**config.mk**
```make
export PLATFORM = sky130hd
export DESIGN_NAME = pll_synth_register_programmer
export DESIGN_NICKNAME = d
export VERILOG_FILES = /design/src/rtl/pllrp_pkg.sv /design/src/rtl/pll_synth_register_programmer.sv
export VERILOG_INCLUDE_DIRS = /design/src /design/src/rtl
export SDC_FILE = /design/constraint.sdc
export NUM_CORES = 1
export LEC_CHECK = 0
export BUFFER_PORTS_ARGS = -buffer_cell sky130_fd_sc_hd__buf_2
export CORE_ASPECT_RATIO = 0.6
export CORE_MARGIN = 2
export CORE_UTILIZATION = 40
export DETAILED_ROUTE_END_ITERATION = 12
export PLACE_DENSITY = 0.59
export SYNTH_ARGS = -nofsm -noshare
export SYNTH_HDL_FRONTEND = slang
export SYNTH_SLANG_ARGS = --single-unit
export TNS_END_PERCENT = 50
```
**constraint.sdc**
```tcl
create_clock -name clk -period 15.6 [get_ports clk]
set_clock_uncertainty 0.05 [all_clocks]
set_input_delay 3.12 -clock clk [delete_from_list [all_inputs] [get_ports clk]]
set_output_delay 3.12 -clock clk [all_outputs]
set_load 0.02 [all_outputs]
```
**src/rtl/assert_macros.svh**
```systemverilog
// Assertion macros for the RTL of the PLL register programmer.
`ifndef ASSERT_MACROS_SVH
`define ASSERT_MACROS_SVH

// Checks a property on every rising clock edge, ignored while reset is held.
`define PRP_ASSERT(lbl, prop, msg) \
    lbl: assert property (@(posedge clk) disable iff (!rst_n) prop) else $error(msg);

// Checks that a condition never holds on a rising clock edge.
`define PRP_NEVER(lbl, expr, msg) \
    `PRP_ASSERT(lbl, !(expr), msg)

`endif

```
**src/rtl/pllrp_pkg.sv**
```systemverilog
// Types, constants and sequence tables of the PLL synthesizer register programmer.
package pllrp_pkg;

    // Command codes carried in the opcode field.
    localparam logic [2:0] OP_TICK      = 3'd0;
    localparam logic [2:0] OP_PROG_ALL  = 3'd1;
    localparam logic [2:0] OP_SET_FREQ  = 3'd2;
    localparam logic [2:0] OP_SET_POWER = 3'd3;
    localparam logic [2:0] OP_CHIP      = 3'd4;
    localparam logic [2:0] OP_RF_OUT    = 3'd5;

    localparam int unsigned NUM_REGS = 6;

    // Bus timing: 64 ticks of data, then one gap tick, two latch ticks and one idle tick.
    localparam logic [6:0] DATA_TICKS    = 7'd64;
    localparam logic [6:0] LATCH_FIRST   = 7'd65;
    localparam logic [6:0] LATCH_LAST    = 7'd66;
    localparam logic [6:0] TICKS_PER_REG = 7'd68;

    localparam logic [31:0] POWER_UP_WORDS [NUM_REGS] = '{
        32'h0070_0000, 32'h0800_0009, 32'h1800_5EC2,
        32'h0000_04B3, 32'h00C5_0004, 32'h0048_0005
    };

    localparam logic [31:0] REG0_KEEP_MASK  = 32'h8000_0007;
    localparam logic [31:0] REG1_KEEP_MASK  = 32'h0800_0007;
    localparam logic [31:0] REG1_MOD_ONE    = 32'h0000_0008;
    localparam logic [31:0] DIV_KEEP_MASK   = 32'hFF8F_FFFF;
    localparam logic [31:0] POWER_KEEP_MASK = 32'hFFFF_FFE7;
    localparam logic [31:0] BIT5_KEEP_MASK  = 32'hFFFF_FFDF;

    // Lowest input frequency for each output divider that keeps the VCO at or above 2200 MHz.
    localparam logic [22:0] VCO_MIN_DIV1 = 23'd2_200_000;
    localparam logic [22:0] VCO_MIN_DIV2 = 23'd1_100_000;
    localparam logic [22:0] VCO_MIN_DIV4 = 23'd550_000;
    localparam logic [22:0] VCO_MIN_DIV8 = 23'd275_000;

    // x / 10000 for x below 2^23 is ((x >> 4) * RECIP_625) >> RECIP_SHIFT, exact.
    localparam logic [19:0] RECIP_625   = 20'd858_994;
    localparam int unsigned RECIP_SHIFT = 29;

    typedef struct packed {
        logic [2:0]  opcode;
        logic [22:0] freq_khz;
        logic [3:0]  power_level;
        logic        switch_on;
    } cmd_t;

    typedef struct packed {
        logic pin_enable;
        logic pin_data;
        logic pin_clock;
        logic pin_latch;
        logic busy_res;
        logic command_taken;
    } res_t;

    // Number of register words that a command sends.
    function automatic logic [2:0] seq_length(input logic [2:0] kind);
        logic [2:0] len;
        unique case (kind) inside
            OP_PROG_ALL:                     len = 3'd6;
            OP_SET_FREQ:                     len = 3'd3;
            OP_SET_POWER, OP_CHIP, OP_RF_OUT: len = 3'd1;
            default:                         len = 3'd0;
        endcase
        return len;
    endfunction

    // Shadow register sent at a given place of a command's sequence.
    function automatic logic [2:0] seq_reg_index(input logic [2:0] kind,
                                                 input logic [2:0] pos);
        logic [2:0] idx;
        unique case (kind) inside
            OP_PROG_ALL:
            begin
                idx = 3'd5 - pos;
            end
            OP_SET_FREQ:
            begin
                unique case (pos)
                    3'd0:    idx = 3'd4;
                    3'd1:    idx = 3'd1;
                    default: idx = 3'd0;
                endcase
            end
            OP_SET_POWER, OP_RF_OUT:
            begin
                idx = 3'd4;
            end
            OP_CHIP:
            begin
                idx = 3'd2;
            end
            default:
            begin
                idx = 3'd0;
            end
        endcase
        return idx;
    endfunction

endpackage

```
**src/rtl/pll_synth_register_programmer.sv**
```systemverilog
// A command passes through the input register and then the result register, where its result waits.
// Throughput: one item per cycle while the output is not stalled; a tick item yields one bus pin state.
// Each register word takes 68 tick items on the bus; a command is accepted only while idle.
// Reset (rst_n, asynchronous, active low) loads the six power-up words and clears the sequencer.
// No clearing pass is needed: the block can take a transfer as soon as reset is released.
module pll_synth_register_programmer
(
    input  logic             clk,
    input  logic             rst_n,
    input  logic             cmd_valid,
    output logic             cmd_ready,
    input  pllrp_pkg::cmd_t  cmd,
    output logic             res_valid,
    input  logic             res_ready,
    output pllrp_pkg::res_t  res
);

    import pllrp_pkg::*;

    `include "assert_macros.svh"

    // Input register: holds the accepted command until the result stage can take it.
    logic cmd_valid_reg, cmd_valid_next;
    cmd_t cmd_reg;

    // Result register.
    logic res_valid_reg, res_valid_next;
    res_t res_reg, res_next;

    // Shadow copies of the synthesizer registers and the shift sequencer state.
    logic [31:0] shadow_reg [NUM_REGS];
    logic [31:0] shadow_next [NUM_REGS];
    logic [6:0]  tick_index_reg, tick_index_next;
    logic [2:0]  send_pos_reg, send_pos_next;
    logic [2:0]  send_kind_reg, send_kind_next;
    logic        sending_reg, sending_next;

    // Handshake control.
    logic advance;
    logic fire;

    // Datapath helpers.
    logic [2:0]  word_idx;
    logic [31:0] cur_word;
    logic [2:0]  div_code;
    logic [22:0] vco_khz;
    logic [38:0] recip_prod;
    logic [15:0] int_val;
    logic [1:0]  power_sat;

    // The result stage moves whenever its register is empty or being drained. A result
    // waiting at the output holds the command in the input register, and the input side
    // can then take one more command only while that register is empty.
    assign advance   = !res_valid_reg || res_ready;
    assign fire      = cmd_valid_reg && advance;
    assign cmd_ready = !cmd_valid_reg || advance;

    always_comb
    begin
        if (cmd_valid && cmd_ready)
        begin
            cmd_valid_next = 1'b1;
        end
        else if (fire)
        begin
            cmd_valid_next = 1'b0;
        end
        else
        begin
            cmd_valid_next = cmd_valid_reg;
        end
    end

    assign res_valid_next = advance ? cmd_valid_reg : res_valid_reg;

    // Shadow register index and word currently on the bus.
    assign word_idx = seq_reg_index(send_kind_reg, send_pos_reg);
    assign cur_word = shadow_reg[word_idx];

    // Output divider: the smallest power of two that brings the VCO to 2200 MHz,
    // saturating at 16 for very low frequencies.
    always_comb
    begin
        if (cmd_reg.freq_khz >= VCO_MIN_DIV1)
        begin
            div_code = 3'd0;
        end
        else if (cmd_reg.freq_khz >= VCO_MIN_DIV2)
        begin
            div_code = 3'd1;
        end
        else if (cmd_reg.freq_khz >= VCO_MIN_DIV4)
        begin
            div_code = 3'd2;
        end
        else if (cmd_reg.freq_khz >= VCO_MIN_DIV8)
        begin
            div_code = 3'd3;
        end
        else
        begin
            div_code = 3'd4;
        end
    end

    // For a divided input the thresholds keep the shifted value below 4.4 GHz; it always fits in 23 bits.
    assign vco_khz    = cmd_reg.freq_khz << div_code;
    // Division by 10000 as a multiply by the reciprocal of 625 after dropping four bits.
    assign recip_prod = 39'(vco_khz[22:4]) * 39'(RECIP_625);
    assign int_val    = 16'(recip_prod[38:RECIP_SHIFT]);
    assign power_sat  = (cmd_reg.power_level > 4'd3) ? 2'd3 : cmd_reg.power_level[1:0];

    // Next state and result for the command in the input register.
    always_comb
    begin
        shadow_next     = shadow_reg;
        tick_index_next = tick_index_reg;
        send_pos_next   = send_pos_reg;
        send_kind_next  = send_kind_reg;
        sending_next    = sending_reg;
        res_next        = '0;

        if (fire)
        begin
            if (cmd_reg.opcode == OP_TICK)
            begin
                if (sending_reg)
                begin
                    if (tick_index_reg < DATA_TICKS)
                    begin
                        // Two ticks per bit, MSB first; the clock rises on the second.
                        res_next.pin_enable = 1'b1;
                        res_next.pin_data   = cur_word[~tick_index_reg[5:1]];
                        res_next.pin_clock  = tick_index_reg[0];
                    end
                    else if (tick_index_reg == DATA_TICKS)
                    begin
                        res_next.pin_enable = 1'b1;
                    end
                    else if (tick_index_reg == LATCH_FIRST || tick_index_reg == LATCH_LAST)
                    begin
                        res_next.pin_enable = 1'b1;
                        res_next.pin_latch  = 1'b1;
                    end

                    if (tick_index_reg == TICKS_PER_REG - 7'd1)
                    begin
                        tick_index_next = '0;
                        if (send_pos_reg + 3'd1 >= seq_length(send_kind_reg))
                        begin
                            send_pos_next = '0;
                            sending_next  = 1'b0;
                        end
                        else
                        begin
                            send_pos_next = send_pos_reg + 3'd1;
                        end
                    end
                    else
                    begin
                        tick_index_next = tick_index_reg + 7'd1;
                    end
                end
            end
            else if (cmd_reg.opcode <= OP_RF_OUT && !sending_reg)
            begin
                res_next.command_taken = 1'b1;
                case (cmd_reg.opcode)
                    OP_SET_FREQ:
                    begin
                        // INT from the divided VCO, FRAC cleared and MOD set to one.
                        shadow_next[0] = (shadow_reg[0] & REG0_KEEP_MASK)
                                       | (32'(int_val) << 15);
                        shadow_next[1] = (shadow_reg[1] & REG1_KEEP_MASK) | REG1_MOD_ONE;
                        shadow_next[4] = (shadow_reg[4] & DIV_KEEP_MASK)
                                       | (32'(div_code) << 20);
                    end
                    OP_SET_POWER:
                    begin
                        shadow_next[4] = (shadow_reg[4] & POWER_KEEP_MASK)
                                       | (32'(power_sat) << 3);
                    end
                    OP_CHIP:
                    begin
                        // The chip register holds a power-down bit, hence the inversion.
                        shadow_next[2] = (shadow_reg[2] & BIT5_KEEP_MASK)
                                       | (32'(!cmd_reg.switch_on) << 5);
                    end
                    OP_RF_OUT:
                    begin
                        shadow_next[4] = (shadow_reg[4] & BIT5_KEEP_MASK)
                                       | (32'(cmd_reg.switch_on) << 5);
                    end
                    default:
                    begin
                    end
                endcase
                send_kind_next  = cmd_reg.opcode;
                send_pos_next   = '0;
                tick_index_next = '0;
                sending_next    = 1'b1;
            end
            // Unused codes and commands that arrive while busy change nothing.
            res_next.busy_res = sending_next;
        end
    end

    always_ff @(posedge clk or negedge rst_n)
    begin
        if (!rst_n)
        begin
            cmd_valid_reg  <= 1'b0;
            res_valid_reg  <= 1'b0;
            shadow_reg     <= POWER_UP_WORDS;
            tick_index_reg <= '0;
            send_pos_reg   <= '0;
            send_kind_reg  <= '0;
            sending_reg    <= 1'b0;
        end
        else
        begin
            cmd_valid_reg  <= cmd_valid_next;
            res_valid_reg  <= res_valid_next;
            shadow_reg     <= shadow_next;
            tick_index_reg <= tick_index_next;
            send_pos_reg   <= send_pos_next;
            send_kind_reg  <= send_kind_next;
            sending_reg    <= sending_next;
        end
    end

    // Payload registers load without reset.
    always_ff @(posedge clk)
    begin
        if (cmd_valid && cmd_ready)
        begin
            cmd_reg <= cmd;
        end
        if (fire)
        begin
            res_reg <= res_next;
        end
    end

    assign res_valid = res_valid_reg;
    assign res       = res_reg;

    // The tick counter never runs past the end of a register word.
    `PRP_NEVER(a_tick_range, tick_index_reg >= TICKS_PER_REG, "tick index out of range")

    // An idle sequencer always sits at the start of a sequence.
    `PRP_NEVER(a_idle_at_start,
               !sending_reg && (tick_index_reg != '0 || send_pos_reg != '0),
               "idle sequencer not rewound")

    // A taken command always starts a sequence.
    `PRP_ASSERT(a_taken_busy,
                res_valid_reg && res_reg.command_taken |-> res_reg.busy_res,
                "taken command without busy")

    // The latch line is only driven inside an enabled frame.
    `PRP_NEVER(a_latch_in_frame,
               res_valid_reg && res_reg.pin_latch && !res_reg.pin_enable,
               "latch without enable")

endmodule
```
## Word level (Yosys, flattened, before mapping)

Cells that the tools add are included.

- Bits in registers: 149
- Bits of input ports: 35
- Output and inout port bits: 8
- Word-level logic and storage cells: 123

- Add/subtract/negate cells: 3
- $mul: 1
- Magnitude comparators: 10
- Equality and inequality tests: 16
- Shift-type cells: 1
- Muxes and demuxes: 38
- Bitwise gates (word level): 9
- Reductions and logical operators: 26

Operators by type and width:

| kind | number |
|---|---|
| $bmux 32 s3 | 1 |
| $pmux 32 s3 | 1 |
| $mux 32 | 2 |
| $or 32x6->32 | 2 |
| $mux 3 | 13 |
| $mul 19x19->38 const B | 1 |
| $or 32x23->32 | 1 |
| $or 32x25->32 | 1 |
| $or 32x5->32 | 1 |
| $eq 7x7->1 const B | 4 |
| $mux 7 | 4 |
| $ge 23x19->1 const B | 1 |
| $ge 23x20->1 const B | 1 |
| $ge 23x21->1 const B | 1 |
| $ge 23x22->1 const B | 1 |
| $shl 23x3->23 | 1 |
| $reduce_and 4->1 | 4 |
| $eq 3x2->1 const B | 4 |
| $eq 3x3->1 const B | 4 |
| $mux 1 | 12 |
| $pmux 3 s4 | 1 |
| $pmux 3 s3 | 1 |
| $reduce_and 3->1 | 3 |
| $add 7x1->7 const B | 1 |
| 27 further kinds | 38 |

## Logic depth before layout (Yosys ltp)

- Word-level depth: 12
- Mapped depth: 32
- Depth with buffers taken out: 29

## Worst setup path after synthesis

No wires, ideal clock.

- Path type: register -> register
- Start: register cmd_reg[13] in the netlist's numbering
- End: register shadow_reg[182] in the netlist's numbering
- Setup time: 91 ps
- Data arrival time: 7451 ps
- Required time: 15459 ps
- Setup slack: 8008 ps
- Stages on the path, launching flop included: 31
- Buffers on the path: 2
- Clock period less this slack: 7592 ps
- Path through: edfxtp_1 and3_1 o41ai_1 a21oi_1 o32a_1 or3_1 buf_6 buf_8 mux2i_2 a22o_1 a21oi_1 ha_1 inv_1 fa_1 inv_1 fa_1 inv_1 fa_1 inv_1 fa_1 inv_1 fa_1 inv_1 ha_1 nand4_1 nor4_1 nand3_1 o211ai_1 nand3_1 and3b_1 o31ai_1

- Cells in the longest elaborated chain, start to end: 8
- Elaborated cells on any way between the ends: 11
- Those cells by class: 1 x mul; 4 x order compare; 1 x shift; 4 x mux; 1 x bitwise

Ends and longest elaborated chain:

| element | line | RTL |
|---|---|---|
| start, declared | pll_synth_register_programmer.sv:24 | `cmd_t cmd_reg;` |
| start signal, assigned | pll_synth_register_programmer.sv:237 | `cmd_reg <= cmd;` |
| $ge 23x19->1 | pll_synth_register_programmer.sv:96 | `else if (cmd_reg.freq_khz >= VCO_MIN_DIV8)` |
| $mux 3 | pll_synth_register_programmer.sv:96 |  |
| $mux 3 | pll_synth_register_programmer.sv:92 | `else if (cmd_reg.freq_khz >= VCO_MIN_DIV4)` |
| $mux 3 | pll_synth_register_programmer.sv:88 | `else if (cmd_reg.freq_khz >= VCO_MIN_DIV2)` |
| $mux 3 | pll_synth_register_programmer.sv:84 | `if (cmd_reg.freq_khz >= VCO_MIN_DIV1)` |
| $shl 23x3->23 * | pll_synth_register_programmer.sv:107 | `assign vco_khz = cmd_reg.freq_khz << div_code;` |
| $mul 19x19->38 * | pll_synth_register_programmer.sv:109 | `assign recip_prod = 39'(vco_khz[22:4]) * 39'(RECIP_625);` |
| $or 32x25->32 * | pll_synth_register_programmer.sv:173 | `\| (32'(int_val) << 15);` |
| end signal, assigned | pll_synth_register_programmer.sv:224 | `shadow_reg <= shadow_next;` |
| end, declared | pll_synth_register_programmer.sv:31 | `logic [31:0] shadow_reg [NUM_REGS];` |

Every way passes the cells marked *; elsewhere a longest branch is shown, timed or not.
A chain may end at the register's enable or synchronous reset.

## Final worst setup path

- Start: register cmd_reg[21] in the netlist's numbering
- End: register shadow_reg[182] in the netlist's numbering

Same word-level chain as after synthesis.

==> flow_summary.json <==
{
  "status": "complete, no violations",
  "clockRootBuffer": "clkbuf_16",
  "async_flop_share": 0.615,
  "crit_path_end_kind": "flop",
  "grt_pass1_wl_um": 46900,
  "syn_nets": 1516,
  "clk_path_buf_depth": 2,
  "relSlewSlack": 0.233,
  "rsz0062_at_grt": "no",
  "synth_cells": 1184,
  "detailed_place_hpwl_um": 25200,
  "yosysUniqueCellTypes": 77,
  "synth_area_per_cell_sq_um": 9.73,
  "via_per_inst": 5.21,
  "synth_area_sq_mm": 0.0115,
  "finalSetupTns_ns": 0,
  "seq_area_sq_mm": 0.00260,
  "fmax_ghz": 0.101,
  "min_from": "shadow_reg[50]",
  "start_util": 0.404,
  "die_h_um": 135,
  "ctsHoldBuffers": 0,
  "largest_reg_flops": 43,
  "synth-edff-count": 37,
  "cts_resized": 0,
  "vias": 8185,
  "worstSetupStartpoint": "cmd_reg[21]",
  "ant_nets": 0,
  "period_needed_ns": 9.87,
  "cp_common_cell": "inv_1",
  "critPathSlowestCell": "nor4_1",
  "die_area_sq_mm": 0.0302,
  "n_antenna_cell": 0,
  "ff2ff_setup_slack_ns": 5.73,
  "cts_max_level": 3,
  "routed_wl_um": 29500,
  "r2r_end": "shadow_reg[182]",
  "row_count": 48,
  "track_usage": 0.204,
  "hold_viol": 0,
  "synth.most_common_cell": "inv_1",
  "synth_top_cell_by_area": "fa_1",
  "io_buffers": 42,
  "first_iter_violations": 575,
  "slowest_delay_ns": 0.89,
  "crit_required_ns": 15.80,
  "ys.warnings.count": 0,
  "wire_per_inst_um": 18.8,
  "synth_common_cells": "inv_1, ha_1, fa_1, nand2_1, dfrtp_1",
  "die_w_um": 223,
  "finish.net_count": 1522,
  "ys_seq_area_frac": 0.225,
  "grt_max_degree": 60,
  "ys_ff_latch": 96,
  "ys_top_cells_by_area": "fa_1, ha_1, dfrtp_1",
  "worstReg2RegStart": "cmd_reg[21]",
  "io_pins": 43,
  "worstMarginPinSlew_ns": 1.14,
  "drive_gt1_frac": 0.0854,
  "worstSkewPairLatency_ns": 0.35,
  "cts.sinks": 96,
  "maxSlewViolCount": 0,
  "fin_crit_sh": 0.633,
  "path_clk_slew_ns": 0.06,
  "grt_pass1_vias": 8154,
  "cp_max_fo": 15,
  "setup_violations": 0,
  "critPathKind": "reg -> reg",
  "numCtsBuffers": 9,
  "dr.pass1.iters": 5,
  "core_sq_mm": 0.0285,
  "place.gp.congestion": 0.920,
  "maxCapViolCount": 0,
  "synthToLayoutAreaGrowth_pct": 6.69,
  "min_to": "shadow_reg[50]",
  "hold_path.class": "reg -> reg",
  "cts_tree": "done",
  "gr-total-overflow": 0,
  "cp-start-kind": "flop",
  "ys.flop_type": "dfrtp_1",
  "multi_input_area_sq_mm": 0.00766,
  "postCtsSetupRepairBufs": 0,
  "hold_depth": 0,
  "drc": 0,
  "cp.arrival_ns": 10.07,
  "antenna_found_initial": 0,
  "fillers": 2745,
  "r2r_cells": 28,
  "synth_top_area_frac": 0.226
}
-- worst max-delay path: cells and delay by family, from the launching register on --
kind                       cells  cell delay, ns
and+or+nand+nor                8            3.07
adders and majority gates      7            3.44
DFF                            1            0.53
buffers and inverters          6            0.43
AOI/OAI and AO/OA              6            2.07
muxes                          1            0.20
-- area by class of cell --
class                   count  area share
multi-input cells         759       0.623
flip-flops and latches     96       0.211
inverters                 274      0.0837
well taps                 375      0.0382
repair buffers             50      0.0220
clock buffers              11      0.0189
clock inverters             5     0.00275
-- metrics by stage --
step / instance area, sq um / hold WS [ns] / std cells / setup slack, ns / utilization
final: 12300 / 0.316 / 1570 / 5.73 / 0.431
after global routing: 12300 / 0.321 / 1570 / 5.20 / 0.431
after CTS: 12300 / 0.317 / 1570 / 5.77 / 0.431
after detailed placement: 12000 / 0.307 / 1554 / 5.76 / 0.421
after global placement: 12000 / 0.307 / 1554 / 5.98 / 0.421
after floorplan: 11500 / 0.363 / 1184 / 8.01 / -
-- logic make-up (layout without fill, tap and decap cells) --
family / Yosys count / count (layout) / share of synthesized area
AO/OA/AOI/OAI: 190 / 190 / 0.112
XOR/XNOR: 24 / 24 / 0.0182
adder cells (fa/ha/maj): 297 / 297 / 0.407
buffers and inverters: 329 / 340 / 0.110
flip-flops: 96 / 96 / 0.225
multiplexers: 36 / 36 / 0.0368
AND/OR/NAND/NOR: 212 / 212 / 0.0906
-- per-layer routing --
layer  wire (um)  share of wire  vias to the layer above  GRT usage
met5           0              0                        -          0
met4          82         0.0028                        0     0.0164
met3        2760          0.094                        8     0.0679
met2        9850           0.33                      267      0.244
met1       16800           0.57                     4006      0.347
li1            -              -                     3904          -
-- worst max path at each step --
stage                     cells after the start               to  slack [ns]
after detailed placement                     28  shadow_reg[182]        5.76
final                                        28  shadow_reg[182]        5.73
after floorplan                              30  shadow_reg[182]        8.01
after global placement                       27  shadow_reg[182]        5.98
after global routing                         28  shadow_reg[182]        5.20
after CTS                                    28  shadow_reg[182]        5.77
-- layout by cell type, fill, tap and decap left out, types with 13 or more instances in the layout --
cell | synthesis | layout
nor2_1 | 46 | 46
ha_1 | 167 | 167
fa_1 | 130 | 130
buf_2 | 2 | 42
a21oi_1 | 50 | 50
xor2_1 | 13 | 13
edfxtp_1 | 37 | 37
nand2b_1 | 13 | 13
a21o_1 | 20 | 20
nor3_1 | 16 | 16
mux2i_1 | 18 | 18
dfrtp_1 | 51 | 51
nand3_1 | 25 | 25
nand2_1 | 62 | 62
o21ai_0 | 34 | 34
inv_1 | 274 | 274
Power is not shown: default switching activity piles up to over one toggle a cycle in this logic, so the estimate is an artifact.
